==> src/rtl/utf8_to_codepoint_decoder_assert.svh <==
// Assertion macros for the UTF-8 decoder modules.
// Every macro samples on clk_i and is disabled while rst_ni is low.
// Synthesis builds see empty macro bodies.
`ifndef UTF8_TO_CODEPOINT_DECODER_ASSERT_SVH
`define UTF8_TO_CODEPOINT_DECODER_ASSERT_SVH

`ifndef SYNTHESIS

// Same-cycle implication: when ante holds, cons must hold too.
`define U2C_ASSERT_NOW(lbl, ante, cons, msg) \
  lbl: assert property (@(posedge clk_i) disable iff (!rst_ni) (ante) |-> (cons)) \
    else $error(msg);

// Next-cycle implication: when ante holds, cons must hold in the cycle after.
`define U2C_ASSERT_NEXT(lbl, ante, cons, msg) \
  lbl: assert property (@(posedge clk_i) disable iff (!rst_ni) (ante) |=> (cons)) \
    else $error(msg);

`else

`define U2C_ASSERT_NOW(lbl, ante, cons, msg)
`define U2C_ASSERT_NEXT(lbl, ante, cons, msg)

`endif

`endif

==> src/rtl/u2c_pkg.sv <==
// Shared types, constants and the lead-byte decode function of the UTF-8 decoder.
// Used by u2c_front, u2c_queue, u2c_back and utf8_to_codepoint_decoder.
// No dependencies.
`default_nettype none

package u2c_pkg;

  localparam int unsigned CpWidth = 21;
  localparam int unsigned QueueDepthDefault = 4;

  localparam logic [CpWidth-1:0] ReplChar = 21'h00FFFD;

  localparam logic [7:0] AsciiMax   = 8'h7F;
  localparam logic [7:0] PayloadMsk = 8'h3F;
  localparam logic [7:0] TrailLo    = 8'h80;
  localparam logic [7:0] TrailHi    = 8'hBF;
  localparam logic [7:0] TrailE0Lo  = 8'hA0;
  localparam logic [7:0] TrailF0Lo  = 8'h90;
  localparam logic [7:0] TrailEdHi  = 8'h9F;
  localparam logic [7:0] TrailF4Hi  = 8'h8F;

  localparam logic [7:0] Lead2Lo = 8'hC2;
  localparam logic [7:0] Lead2Hi = 8'hDF;
  localparam logic [7:0] Lead3Lo = 8'hE0;
  localparam logic [7:0] Lead3Hi = 8'hEF;
  localparam logic [7:0] Lead4Lo = 8'hF0;
  localparam logic [7:0] Lead4Hi = 8'hF4;
  localparam logic [7:0] LeadEd  = 8'hED;

  typedef enum logic [1:0] {
    LEAD_ASCII,
    LEAD_BAD,
    LEAD_OPEN
  } lead_kind_e;

  // Outcome of decoding one byte as a lead byte
  typedef struct packed {
    lead_kind_e         kind;
    logic [1:0]         rem;
    logic [7:0]         tmin;
    logic [7:0]         tmax;
    logic [CpWidth-1:0] partial;
  } lead_t;

  // One input byte's worth of results (one or two)
  typedef struct packed {
    logic [CpWidth-1:0] cp0;
    logic               repl0;
    logic               has1;
    logic [CpWidth-1:0] cp1;
    logic               repl1;
    logic               in_seq;
  } step_t;

  function automatic lead_t decode_lead(logic [7:0] b);
    lead_t r;
    r.kind    = LEAD_BAD;
    r.rem     = 2'd0;
    r.tmin    = TrailLo;
    r.tmax    = TrailHi;
    r.partial = '0;
    priority if (b <= AsciiMax) begin
      r.kind = LEAD_ASCII;
    end else if (b >= Lead2Lo && b <= Lead2Hi) begin
      r.kind    = LEAD_OPEN;
      r.rem     = 2'd1;
      r.partial = {16'd0, b[4:0]};
    end else if (b >= Lead3Lo && b <= Lead3Hi) begin
      r.kind    = LEAD_OPEN;
      r.rem     = 2'd2;
      r.partial = {17'd0, b[3:0]};
    end else if (b >= Lead4Lo && b <= Lead4Hi) begin
      r.kind    = LEAD_OPEN;
      r.rem     = 2'd3;
      r.partial = {18'd0, b[2:0]};
    end else begin
      r.kind = LEAD_BAD;
    end
    // Narrowed first-trailer ranges (overlongs, surrogates and values above U+10FFFF)
    if (b == Lead3Lo) begin
      r.tmin = TrailE0Lo;
    end
    if (b == LeadEd) begin
      r.tmax = TrailEdHi;
    end
    if (b == Lead4Lo) begin
      r.tmin = TrailF0Lo;
    end
    if (b == Lead4Hi) begin
      r.tmax = TrailF4Hi;
    end
    return r;
  endfunction

endpackage

`default_nettype wire

==> src/rtl/u2c_front.sv <==
// Front end: holds the sequence state and classifies each byte into a step record.
// Depends on u2c_pkg.
`default_nettype none

module u2c_front (
  input  wire logic          clk_i,
  input  wire logic          rst_ni,
  input  wire logic          take_i,     // byte accepted this cycle
  input  wire logic [7:0]    in_byte_i,
  output u2c_pkg::step_t     step_o,
  output logic               has_result_o
);

  `include "utf8_to_codepoint_decoder_assert.svh"

  logic [u2c_pkg::CpWidth-1:0] partial_q, partial_d;
  logic [1:0]                  rem_q, rem_d;
  logic [7:0]                  tmin_q, tmin_d;
  logic [7:0]                  tmax_q, tmax_d;

  u2c_pkg::lead_t lead;
  logic           bad_trail;

  assign lead      = u2c_pkg::decode_lead(in_byte_i);
  assign bad_trail = (in_byte_i < tmin_q) || (in_byte_i > tmax_q);

  // Per-byte decode step
  always_comb begin
    partial_d    = partial_q;
    rem_d        = rem_q;
    tmin_d       = tmin_q;
    tmax_d       = tmax_q;
    has_result_o = 1'b0;
    step_o       = '0;

    if (rem_q == 2'd0 || bad_trail) begin
      // Result slot for the lead decode: second slot after a broken sequence
      if (rem_q != 2'd0) begin
        has_result_o = 1'b1;
        step_o.cp0   = u2c_pkg::ReplChar;
        step_o.repl0 = 1'b1;
        rem_d        = 2'd0;
      end
      unique case (lead.kind)
        u2c_pkg::LEAD_ASCII, u2c_pkg::LEAD_BAD: begin
          if (rem_q != 2'd0) begin
            step_o.has1  = 1'b1;
            step_o.cp1   = (lead.kind == u2c_pkg::LEAD_ASCII) ?
                           {13'd0, in_byte_i} : u2c_pkg::ReplChar;
            step_o.repl1 = (lead.kind == u2c_pkg::LEAD_BAD);
          end else begin
            has_result_o = 1'b1;
            step_o.cp0   = (lead.kind == u2c_pkg::LEAD_ASCII) ?
                           {13'd0, in_byte_i} : u2c_pkg::ReplChar;
            step_o.repl0 = (lead.kind == u2c_pkg::LEAD_BAD);
          end
        end
        u2c_pkg::LEAD_OPEN: begin
          partial_d = lead.partial;
          rem_d     = lead.rem;
          tmin_d    = lead.tmin;
          tmax_d    = lead.tmax;
        end
        default: begin
          has_result_o = 1'b1;
          step_o.cp0   = u2c_pkg::ReplChar;
          step_o.repl0 = 1'b1;
        end
      endcase
    end else begin
      // Good trailer: shift in six payload bits
      partial_d = {partial_q[u2c_pkg::CpWidth-7:0], in_byte_i[5:0]};
      tmin_d    = u2c_pkg::TrailLo;
      tmax_d    = u2c_pkg::TrailHi;
      rem_d     = rem_q - 2'd1;
      if (rem_q == 2'd1) begin
        has_result_o = 1'b1;
        step_o.cp0   = partial_d;
      end
    end
    step_o.in_seq = (rem_d != 2'd0);
  end

  // Control state
  always_ff @(posedge clk_i or negedge rst_ni) begin
    if (!rst_ni) begin
      rem_q <= 2'd0;
    end else if (take_i) begin
      rem_q <= rem_d;
    end
  end

  // Sequence payload
  always_ff @(posedge clk_i or negedge rst_ni) begin
    if (!rst_ni) begin
      partial_q <= '0;
      tmin_q    <= 8'd0;
      tmax_q    <= 8'd0;
    end else if (take_i) begin
      partial_q <= partial_d;
      tmin_q    <= tmin_d;
      tmax_q    <= tmax_d;
    end
  end

  // Open sequence always has a nonempty trailer window inside 80..BF
  `U2C_ASSERT_NOW(a_trail_window, rem_q != 2'd0,
    tmin_q <= tmax_q && tmin_q >= u2c_pkg::TrailLo && tmax_q <= u2c_pkg::TrailHi,
    "trailer window invalid while sequence open")
  // A second result only ever follows a replacement
  `U2C_ASSERT_NOW(a_second_after_repl, take_i && has_result_o && step_o.has1,
    step_o.repl0 && step_o.cp0 == u2c_pkg::ReplChar,
    "second result without leading replacement")

endmodule

`default_nettype wire

==> src/rtl/u2c_queue.sv <==
// Short queue of step records between the front and back ends.
// Depends on u2c_pkg.
`default_nettype none

module u2c_queue #(
  parameter int unsigned Depth = u2c_pkg::QueueDepthDefault
) (
  input  wire logic      clk_i,
  input  wire logic      rst_ni,
  input  wire logic      wr_i,
  input  u2c_pkg::step_t wdata_i,
  input  wire logic      rd_i,
  output u2c_pkg::step_t rdata_o,
  output logic           full_o,
  output logic           empty_o
);

  `include "utf8_to_codepoint_decoder_assert.svh"

  localparam int unsigned PtrW = (Depth > 1) ? $clog2(Depth) : 1;
  localparam int unsigned CntW = $clog2(Depth + 1);
  localparam logic [PtrW-1:0] LastPtr = PtrW'(Depth - 1);
  localparam logic [CntW-1:0] FullCnt = CntW'(Depth);

  u2c_pkg::step_t mem_q [Depth];
  logic [PtrW-1:0] wr_ptr_q, wr_ptr_d;
  logic [PtrW-1:0] rd_ptr_q, rd_ptr_d;
  logic [CntW-1:0] cnt_q, cnt_d;
  logic            do_wr, do_rd;

  assign full_o  = (cnt_q == FullCnt);
  assign empty_o = (cnt_q == '0);
  assign do_wr   = wr_i && !full_o;
  assign do_rd   = rd_i && !empty_o;
  assign rdata_o = mem_q[rd_ptr_q];

  // Pointer and count update
  always_comb begin
    wr_ptr_d = wr_ptr_q;
    rd_ptr_d = rd_ptr_q;
    cnt_d    = cnt_q;
    if (do_wr) begin
      wr_ptr_d = (wr_ptr_q == LastPtr) ? '0 : wr_ptr_q + 1'b1;
    end
    if (do_rd) begin
      rd_ptr_d = (rd_ptr_q == LastPtr) ? '0 : rd_ptr_q + 1'b1;
    end
    if (do_wr && !do_rd) begin
      cnt_d = cnt_q + 1'b1;
    end else if (do_rd && !do_wr) begin
      cnt_d = cnt_q - 1'b1;
    end
  end

  always_ff @(posedge clk_i or negedge rst_ni) begin
    if (!rst_ni) begin
      wr_ptr_q <= '0;
      rd_ptr_q <= '0;
      cnt_q    <= '0;
    end else begin
      wr_ptr_q <= wr_ptr_d;
      rd_ptr_q <= rd_ptr_d;
      cnt_q    <= cnt_d;
    end
  end

  // Storage
  always_ff @(posedge clk_i) begin
    if (do_wr) begin
      mem_q[wr_ptr_q] <= wdata_i;
    end
  end

  `U2C_ASSERT_NOW(a_cnt_bound, 1'b1, cnt_q <= FullCnt, "queue count over depth")
  `U2C_ASSERT_NOW(a_no_overflow, wr_i, !full_o, "write into full queue")

endmodule

`default_nettype wire

==> src/rtl/u2c_back.sv <==
// Back end: walks the results of the head step record and presents them one per item.
// Depends on u2c_pkg.
`default_nettype none

module u2c_back (
  input  wire logic                        clk_i,
  input  wire logic                        rst_ni,
  input  u2c_pkg::step_t                   head_i,
  input  wire logic                        q_empty_i,
  output logic                             q_rd_o,
  input  wire logic                        pop_i,
  output logic                             empty_o,
  output logic [u2c_pkg::CpWidth-1:0]      code_point_o,
  output logic                             is_replacement_o,
  output logic                             last_of_byte_o,
  output logic                             in_sequence_o
);

  `include "utf8_to_codepoint_decoder_assert.svh"

  logic sel_q, sel_d;   // 1 while the second result of the head is shown
  logic take;

  assign empty_o          = q_empty_i;
  assign take             = pop_i && !q_empty_i;
  assign code_point_o     = sel_q ? head_i.cp1 : head_i.cp0;
  assign is_replacement_o = sel_q ? head_i.repl1 : head_i.repl0;
  assign last_of_byte_o   = sel_q || !head_i.has1;
  assign in_sequence_o    = head_i.in_seq;
  assign q_rd_o           = take && last_of_byte_o;

  // Result index within the head record
  always_comb begin
    sel_d = sel_q;
    if (take) begin
      sel_d = !last_of_byte_o;
    end
  end

  always_ff @(posedge clk_i or negedge rst_ni) begin
    if (!rst_ni) begin
      sel_q <= 1'b0;
    end else begin
      sel_q <= sel_d;
    end
  end

  `U2C_ASSERT_NOW(a_sel_valid, sel_q, !q_empty_i && head_i.has1,
    "second result selected without one queued")
  `U2C_ASSERT_NEXT(a_sel_advance, take && !sel_q && head_i.has1, sel_q,
    "first of two results popped without advancing")

endmodule

`default_nettype wire

==> src/rtl/utf8_to_codepoint_decoder.sv <==
// Top level of the UTF-8 to code point decoder: front end, step queue, back end.
// Depends on u2c_pkg, u2c_front, u2c_queue and u2c_back.
`default_nettype none

// Takes one UTF-8 byte per item and returns Unicode scalar values, with U+FFFD
// for malformed input. Only well-formed sequences are accepted; a trailer that
// breaks an open sequence gives U+FFFD and is then decoded again as a lead
// byte, so a byte yields zero, one or two result items. A byte is taken
// whenever the step queue (QueueDepth records) has room, so bytes stream
// at one per cycle; the back end delivers one result per cycle while any
// are queued, and a byte with two results holds its queue record for two
// pops. A byte's first result can be popped in the cycle after it is pushed.
module utf8_to_codepoint_decoder #(
  parameter int unsigned QueueDepth = u2c_pkg::QueueDepthDefault
) (
  input  wire logic                        clk_i,
  input  wire logic                        rst_ni,
  input  wire logic                        push,
  output logic                             full,
  input  wire logic [7:0]                  in_byte_i,
  output logic                             empty,
  input  wire logic                        pop,
  output logic [u2c_pkg::CpWidth-1:0]      code_point_o,
  output logic                             is_replacement_o,
  output logic                             last_of_byte_o,
  output logic                             in_sequence_o
);

  u2c_pkg::step_t step, head;
  logic           has_result, take, q_empty, q_rd;

  assign take = push && !full;

  u2c_front u_front (
    .clk_i,
    .rst_ni,
    .take_i       (take),
    .in_byte_i,
    .step_o       (step),
    .has_result_o (has_result)
  );

  u2c_queue #(
    .Depth (QueueDepth)
  ) u_queue (
    .clk_i,
    .rst_ni,
    .wr_i    (take && has_result),
    .wdata_i (step),
    .rd_i    (q_rd),
    .rdata_o (head),
    .full_o  (full),
    .empty_o (q_empty)
  );

  u2c_back u_back (
    .clk_i,
    .rst_ni,
    .head_i           (head),
    .q_empty_i        (q_empty),
    .q_rd_o           (q_rd),
    .pop_i            (pop),
    .empty_o          (empty),
    .code_point_o,
    .is_replacement_o,
    .last_of_byte_o,
    .in_sequence_o
  );

endmodule

`default_nettype wire
==> config.mk <==
export PLATFORM = sky130hd
export DESIGN_NAME = utf8_to_codepoint_decoder
export DESIGN_NICKNAME = d
export VERILOG_FILES = /design/src/rtl/u2c_pkg.sv /design/src/rtl/u2c_front.sv /design/src/rtl/u2c_queue.sv /design/src/rtl/u2c_back.sv /design/src/rtl/utf8_to_codepoint_decoder.sv
export VERILOG_INCLUDE_DIRS = /design/src /design/src/rtl
export SDC_FILE = /design/constraint.sdc
export NUM_CORES = 1
export LEC_CHECK = 0
export BUFFER_PORTS_ARGS = -buffer_cell sky130_fd_sc_hd__clkbuf_2
export CAP_MARGIN = 20
export CORE_MARGIN = 2
export CORE_UTILIZATION = 61
export CTS_CLUSTER_DIAMETER = 80
export DETAILED_ROUTE_END_ITERATION = 8
export GPL_ROUTABILITY_DRIVEN = 1
export GPL_TIMING_DRIVEN = 0
export PLACE_DENSITY = 0.79
export RECOVER_POWER = 50
export SLEW_MARGIN = 5
export SYNTH_ARGS = -nofsm -noshare
export SYNTH_HDL_FRONTEND = slang
export SYNTH_SLANG_ARGS = --single-unit
==> constraint.sdc <==
create_clock -name clk_i -period 3.5 [get_ports clk_i]
set_input_delay 0 -clock clk_i [delete_from_list [all_inputs] [get_ports clk_i]]
set_output_delay 0 -clock clk_i [all_outputs]
set_load 0.05 [all_outputs]
# Word level (Yosys, flattened, before mapping)
# Memory sizes are Yosys's and may differ from the RTL's.
# Cells that the tools add are included.
dict set report word_totals {
  ff_bits 41
  ram_bits 184
  memories 1
}
# memory depth word_bits read_ports rd_ports_with_merged_regs wr line
set mem_list {}
lappend mem_list {u_queue.mem_q 4 46 1 0 1 u2c_queue.sv:25} ;# u2c_pkg::step_t mem_q [Depth];
dict set report classes {
  n_addsub 5
  order_cmp 9
  n_eq_ne 11
  mux 45
  n_reduce_logical 28
}
# operator n
set ops {}
lappend ops {{$mux W21} 3}
lappend ops {{$mux W15} 4}
lappend ops {{$mux W23} 2}
lappend ops {{$pmux W22 S2} 1}
lappend ops {{$eq A8 B8 Y1 const B} 4}
lappend ops {{$mux W8} 4}
lappend ops {{$ge A8 B8 Y1 const B} 3}
lappend ops {{$le A8 B8 Y1 const B} 3}
lappend ops {{$mux W24} 1}
lappend ops {{$mux W6} 4}
lappend ops {{$mux W22} 1}
lappend ops {{$mux W2} 9}
lappend ops {{$mux W17} 1}
lappend ops {{$mux W16} 1}
lappend ops {{$mux W4} 3}
lappend ops {{$logic_and A1 B1 Y1} 11}
lappend ops {{$mux W3} 3}
lappend ops {{$gt A8 B8 Y1} 1}
lappend ops {{$le A8 B7 Y1 const B} 1}
lappend ops {{$lt A8 B8 Y1} 1}
lappend ops {{$mux W1} 7}
lappend ops {{$eq A2 B2 Y1 const B} 3}
lappend ops {{$logic_not A1 Y1} 6}
lappend ops {{$reduce_bool A2 Y1} 3}
lappend ops {{13 further kinds} 18}

# Depth between registers and ports, before layout
dict set report logic_depth {
  depth_word 16
  depth_mapped 14
  ltp_nobuf 13
}

# Modules after synthesis
# A second synthesis with hierarchy kept.
dict set report hier_totals {
  cells_unflattened 526
  area_unflattened_um2 9376.5
}
# module instances cells_each area_each_um2
set modules_own_cells {}
lappend modules_own_cells {u2c_queue 1 277 7086.8}
lappend modules_own_cells {u2c_front 1 214 1831.8}
lappend modules_own_cells {u2c_back 1 33 442.9}
lappend modules_own_cells {utf8_to_codepoint_decoder 1 2 15.0}

# Least setup slack after synthesis
# OpenSTA, ideal clock, no wires.
dict set report synth_timing {
  path_kind {register to register}
  startpoint {reg u_queue.cnt_q[0]}
  endpoint {reg u_queue.cnt_q[2]}
  setup_ns 0.079
  arrival_time_ns 3.100
  required_ns 3.421
  slack_ns 0.321
  path_stages_with_launch 11
  n_path_buf 0
  synth_period_minus_slack_ns 3.179
  path_cell_list {dfrtp_1 nor3_1 nand2b_1 and2b_1 inv_1 ha_1 inv_1 fa_1 xor2_1 nor2_1 xor2_1}
}
dict set report synth_between {
  elab_chain_cells 8
  elab_cells_between_ends 19
}
# element line
set synth_lines {}
lappend synth_lines {{from (decl)} u2c_queue.sv:28} ;# logic [CntW-1:0] cnt_q, cnt_d;
lappend synth_lines {{from (signal assigned)} u2c_queue.sv:63} ;# cnt_q <= cnt_d;
lappend synth_lines {{$logic_not A3 Y1 *} u2c_queue.sv:32} ;# assign empty_o = (cnt_q == '0);
lappend synth_lines {{via empty} utf8_to_codepoint_decoder.sv:21} ;# output logic empty,
lappend synth_lines {{$logic_not A1 Y1 *} {u2c_queue.sv:34, u2c_back.sv:25}}
lappend synth_lines {{$logic_and A1 B1 Y1} u2c_back.sv:25} ;# assign take = pop_i && !q_empty_i;
lappend synth_lines {{$logic_and A1 B1 Y1} u2c_back.sv:30} ;# assign q_rd_o = take && last_of_byte_o;
lappend synth_lines {{$logic_and A1 B1 Y1 *} u2c_queue.sv:34} ;# assign do_rd = rd_i && !empty_o;
lappend synth_lines {{$logic_not A1 Y1} u2c_queue.sv:48} ;# if (do_wr && !do_rd) begin
lappend synth_lines {{$logic_and A1 B1 Y1} u2c_queue.sv:48}
lappend synth_lines {{$mux W3 or $reduce_bool A2 Y1 (tied branches)} -}
# The timed path passes the listed nets; every way through them passes the cells marked *. The select of a mux whose other input is x is not followed.
# A chain may end at the register's enable or synchronous reset.

# Final worst setup path
dict set report layout_timing {
  startpoint {reg u_front.tmax_q[3]}
  endpoint {mem u_queue.mem_q[2][36] (netlist bit) (enable)}
}
dict set report layout_between {
  elab_chain_cells 8
}
# element line
set layout_lines {}
lappend layout_lines {{from (decl)} u2c_front.sv:19} ;# logic [7:0] tmax_q, tmax_d;
lappend layout_lines {{from (signal assigned)} u2c_front.sv:102} ;# tmax_q <= tmax_d;
lappend layout_lines {{$gt A8 B8 Y1} u2c_front.sv:25} ;# assign bad_trail = (in_byte_i < tmin_q) || (in_byte_i > tmax_q);
lappend layout_lines {{$logic_or A1 B1 Y1} u2c_front.sv:25}
lappend layout_lines {{$logic_or A1 B1 Y1} u2c_front.sv:36} ;# if (rem_q == 2'd0 || bad_trail) begin
lappend layout_lines {{$mux W1} u2c_front.sv:36}
lappend layout_lines {{$logic_and A1 B1 Y1} utf8_to_codepoint_decoder.sv:48} ;# .wr_i (take && has_result),
lappend layout_lines {{$logic_and A1 B1 Y1} u2c_queue.sv:33} ;# assign do_wr = wr_i && !full_o;
lappend layout_lines {{via u_queue.do_wr} u2c_queue.sv:29} ;# logic do_wr, do_rd;
lappend layout_lines {{$mux W1} u2c_queue.sv:69} ;# if (do_wr) begin
lappend layout_lines {{$mux W1 (implied by the code)} u2c_queue.sv:70} ;# mem_q[wr_ptr_q] <= wdata_i;
lappend layout_lines {{to (decl)} u2c_queue.sv:25}
# The timed path passes the listed nets, and every way through them passes these cells.

==> metrics.md <==
| Metric | Value |
|---|---|
| Register area | around 0.0048 sq mm |
| Vias in the first global route | 4417 |
| CTS tree | yes |
| Sequential fraction of the synthesis area | 65.93% |
| CP required | ~3.6 ns |
| Core box area | 0.01186 sq mm |
| Initial core utilization | between 60% and 70% |
| # rows | 40 |
| Met2 global-route usage | 40.20% |
| Tot Pwr | 8121 uW |
| Status | complete, but fails checks |
| Clock Root Buffer | clkbuf_16 |
| Mean Syn Cell Area | 15.60 sq um |
| Fin. max-slew vios | 31 |
| Slew HR | -15.52% |
| RD Place Congestion | 0.8833 |
| First-pass GRT wire length | 23520 microns |
| CTS Buffer Depth | 2 |
| Final setup fails | 0 |
| Total gr overflow | 0 |
| Initial DRC count | 463 |
| Most used DFF post-synth | edfxtp_1 |
| Yosys warnings | 0 |
| Worst EP arrival | 3.24 ns |
| Post-CTS setup buffer count | 0 |
| Cell family with most CP delay | buffers and inverters |
| Async set-reset flop share out of synthesis | 18.07% |
| Syn nets | 499 |
| Top-area cell type share of the netlist area | a little under three fifths |
| Die Area | roughly 0.013 sq mm |
| Global Route met3 Usage | 4.835% |
| Final Net Count | 563 |
| I/O Buffers | 37 |
| Max-Cap Viols | 1 |
| Clk slew on worst S/H paths | ~0.06 ns |
| Setup TNS | 0 ns |
| Via density | roughly 6.2 |
| Hold violation total from the final report | 0 |
| Synthesized instance count | 470 |
| CP startpoint | u_front.tmax_q[3] |
| Fraction of layout cells with a size suffix above 1 | 22.49% |
| Grt met1 use | 33.49% |
| Crit Path Category | flip-flop to flip-flop |
| Largest net degree at the start of global routing | 32 |
| Die width | 113.6 microns |
| CP bufs+invs | 3 |
| P_leak | between 0.003 and 0.004 uW |
| VDD IR max | 0.0006066 V |
| Overall routing resource usage | 24.70% |
| DP HPWL | 9256 microns |
| Worst r2r src | u_front.tmax_q[3] |
| DRC violations left | 0 |
| Ant. Diodes | 0 |
| Worst-path maximum fanout | 31 |
| First-pass DRT Iterations | 5 |
| Area delta synth->final | 13.82% |
| Worst skew pair latency | 0.43 ns |
| Hold Path Origin | in_byte_i[2] |
| Most used routing layer in global routing | met2 |
| CTS buffer count | 17 |
| Multi-input gate area | 0.002217 sq mm |
| Routed vias | 4300 |
| Routed Antenna Nets | 0 |
| Pwr dens | 973.0 mW/mm^2 |
| Initial antenna violation count | 0 |
| Netlist Area Pre-Place | ~0.0073 sq mm |
| Hold crit path type | primary input to flip-flop |
| Failing checks | max-capacitance violations, max-slew violations |
| Drt wl/cell | 20.87 microns |
| Cell Chain, Critical Path | inv_1 > ha_1 > nand4b_1 > nor2_1 > a211oi_1 > nor4_1 > buf_6 > a21oi_4 > and2_0 > clkbuf_4 |
| Critical-path top delay cell | clkbuf_4 |
| Clk_skew | 0.008153 ns |
| Wirelength, routed | between 10000 and 15000 microns |
| Die Y | 113.6 microns |
| EDFF count, synth | 136 |
| Highest clock rate | 314.8 MHz |
| Placed cell count | 658 |
| Layout Cells excl Fill | 694 |
| Synth area leader | edfxtp_1 |
| Clock sink count | 166 |
| Fin crit period | around 3.2 ns |
| Ports | 38 |
| Tcrit/Tclk final | 90.77% |
| Fillers | 763 |
| RSZ-0062 raised after global routing | false |
| CP endpoint kind | flip-flop |
| CTS H-tree lvls | 4 |
| Worst Setup Start Kind | flip-flop |
| #FFs+latches synth | 166 |
| Synth area leaders | edfxtp_1, mux4_2, dfrtp_1 |
| Hold slack | roughly 0.042 ns |
| Slew @ Worst Pin | between 1.5 and 2 ns |
| CP max stage delay | 0.55 ns |
| Number of distinct library cells after synthesis | 58 |
==> placed cells by master, fill, tap and decap left out, drive strengths merged, types with 7 or more instances in the layout <==
master and instances:
edfxtp 136, clkbuf 82, mux4 34, nand2 31, dfrtp 30, o21ai 27
inv 26, nor2 24, nand3 18, ha 16, mux2 15, a21o 10
a21oi 9, buf 8, nor2b 7
==> stage by stage <==
step | worst slack, ns | utilization, % | instance area [sq um]
after floorplan | 0.3212 | - | 7333
after global placement | -0.1424 | 64.94 | 7702
after detailed placement | 0.5179 | 65.65 | 7787
after CTS | 0.4806 | 71.14 | 8438
after global routing | 0.1474 | 70.37 | 8347
final | 0.3232 | 70.37 | 8347
==> path summary, 6_finish.rpt <==
path	end	slack (ns)	depth (start not counted)
max	u_queue.mem_q[2][36]	0.32	10
max in group asynchronous	u_front.partial_q[10]	1.93	2
min in group asynchronous	u_queue.cnt_q[1]	0.56	2
min reg2reg	u_queue.cnt_q[2]	0.48	1
min	u_front.tmin_q[4]	0.04	3
max reg2reg	u_queue.mem_q[2][36]	0.32	10
==> synthesized netlist by cell type (4+ instances only) <==
cell type and instances:
a21o_1 10, a21oi_1 6, and2_1 5, and3_1 6, buf_2 9, clkbuf_1 14, dfrtp_1 30, edfxtp_1 136
ha_1 16, inv_1 25, mux2_2 11, mux4_2 34, nand2_1 30, nand2b_1 4, nand3_1 17, nor2_1 23
nor2b_1 7, o21ai_0 27
==> tightest hold or removal path: cells and delay by family <==
family / cells / cell delay [ns]
buffers and inverters: 2 / 0.28
AO/OA/AOI/OAI: 1 / 0.13
==> registers in the layout, indices dropped and copies added, names as in the netlist <==
signal,cells
u_back.sel_q,1
u_queue.wr_ptr_q,2
u_front.tmin_q,2
u_queue.rd_ptr_q,2
u_front.rem_q,2
u_queue.cnt_q,3
u_queue.mem_q,136
u_front.tmax_q,3
u_front.partial_q,15
==> where the power goes <==
part           total, uW  leakage (uW)  internal, uW  switching [uW]
clock network       1900      0.000284          1160             739
registers           3000       0.00162          2810             192
logic               3220       0.00122          1070            2150
total               8120       0.00312          5040            3080
==> layer usage <==
| metal | routed length, microns | part of all wire, % |
|---|---|---|
| met1 | 6162 | 43 |
| met5 | 0 | 0 |
| met3 | 821 | 5.7 |
| met4 | 315 | 2.2 |
| met2 | 7184 | 50 |
==> cell type report <==
cell class                 instances  share of cell area, %
multi-input combinational        251                  26.56
sequential                       166                  57.92
inverter                          25                  1.124
tap                              147                  2.204
clock inverter                    11                  1.799
clock buffer                      21                  5.516
buffer                            28                  1.439
timing repair buffer              45                  3.433
==> timing repair <==
| item | in CTS | in global routing |
|---|---|---|
| endpoints found under the hold margin | 34 | 0 |
| gates resized for setup | 0 | 0 |
| hold buffers | 4 | 0 |
==> kinds of logic (layout without fill, tap and decap cells) <==
family | Yosys count | count (layout) | share of synthesized area (%)
and+or+nand+nor | 107 | 107 | 7.456
adders and majority gates | 17 | 17 | 3.003
DFF | 166 | 166 | 65.93
xor gates and xnor gates | 3 | 3 | 0.3584
AOI/OAI and AO/OA | 74 | 74 | 7.030
muxes | 50 | 50 | 13.04
buffers and inverters | 53 | 130 | 3.190
(Power assumes the default switching activity.)
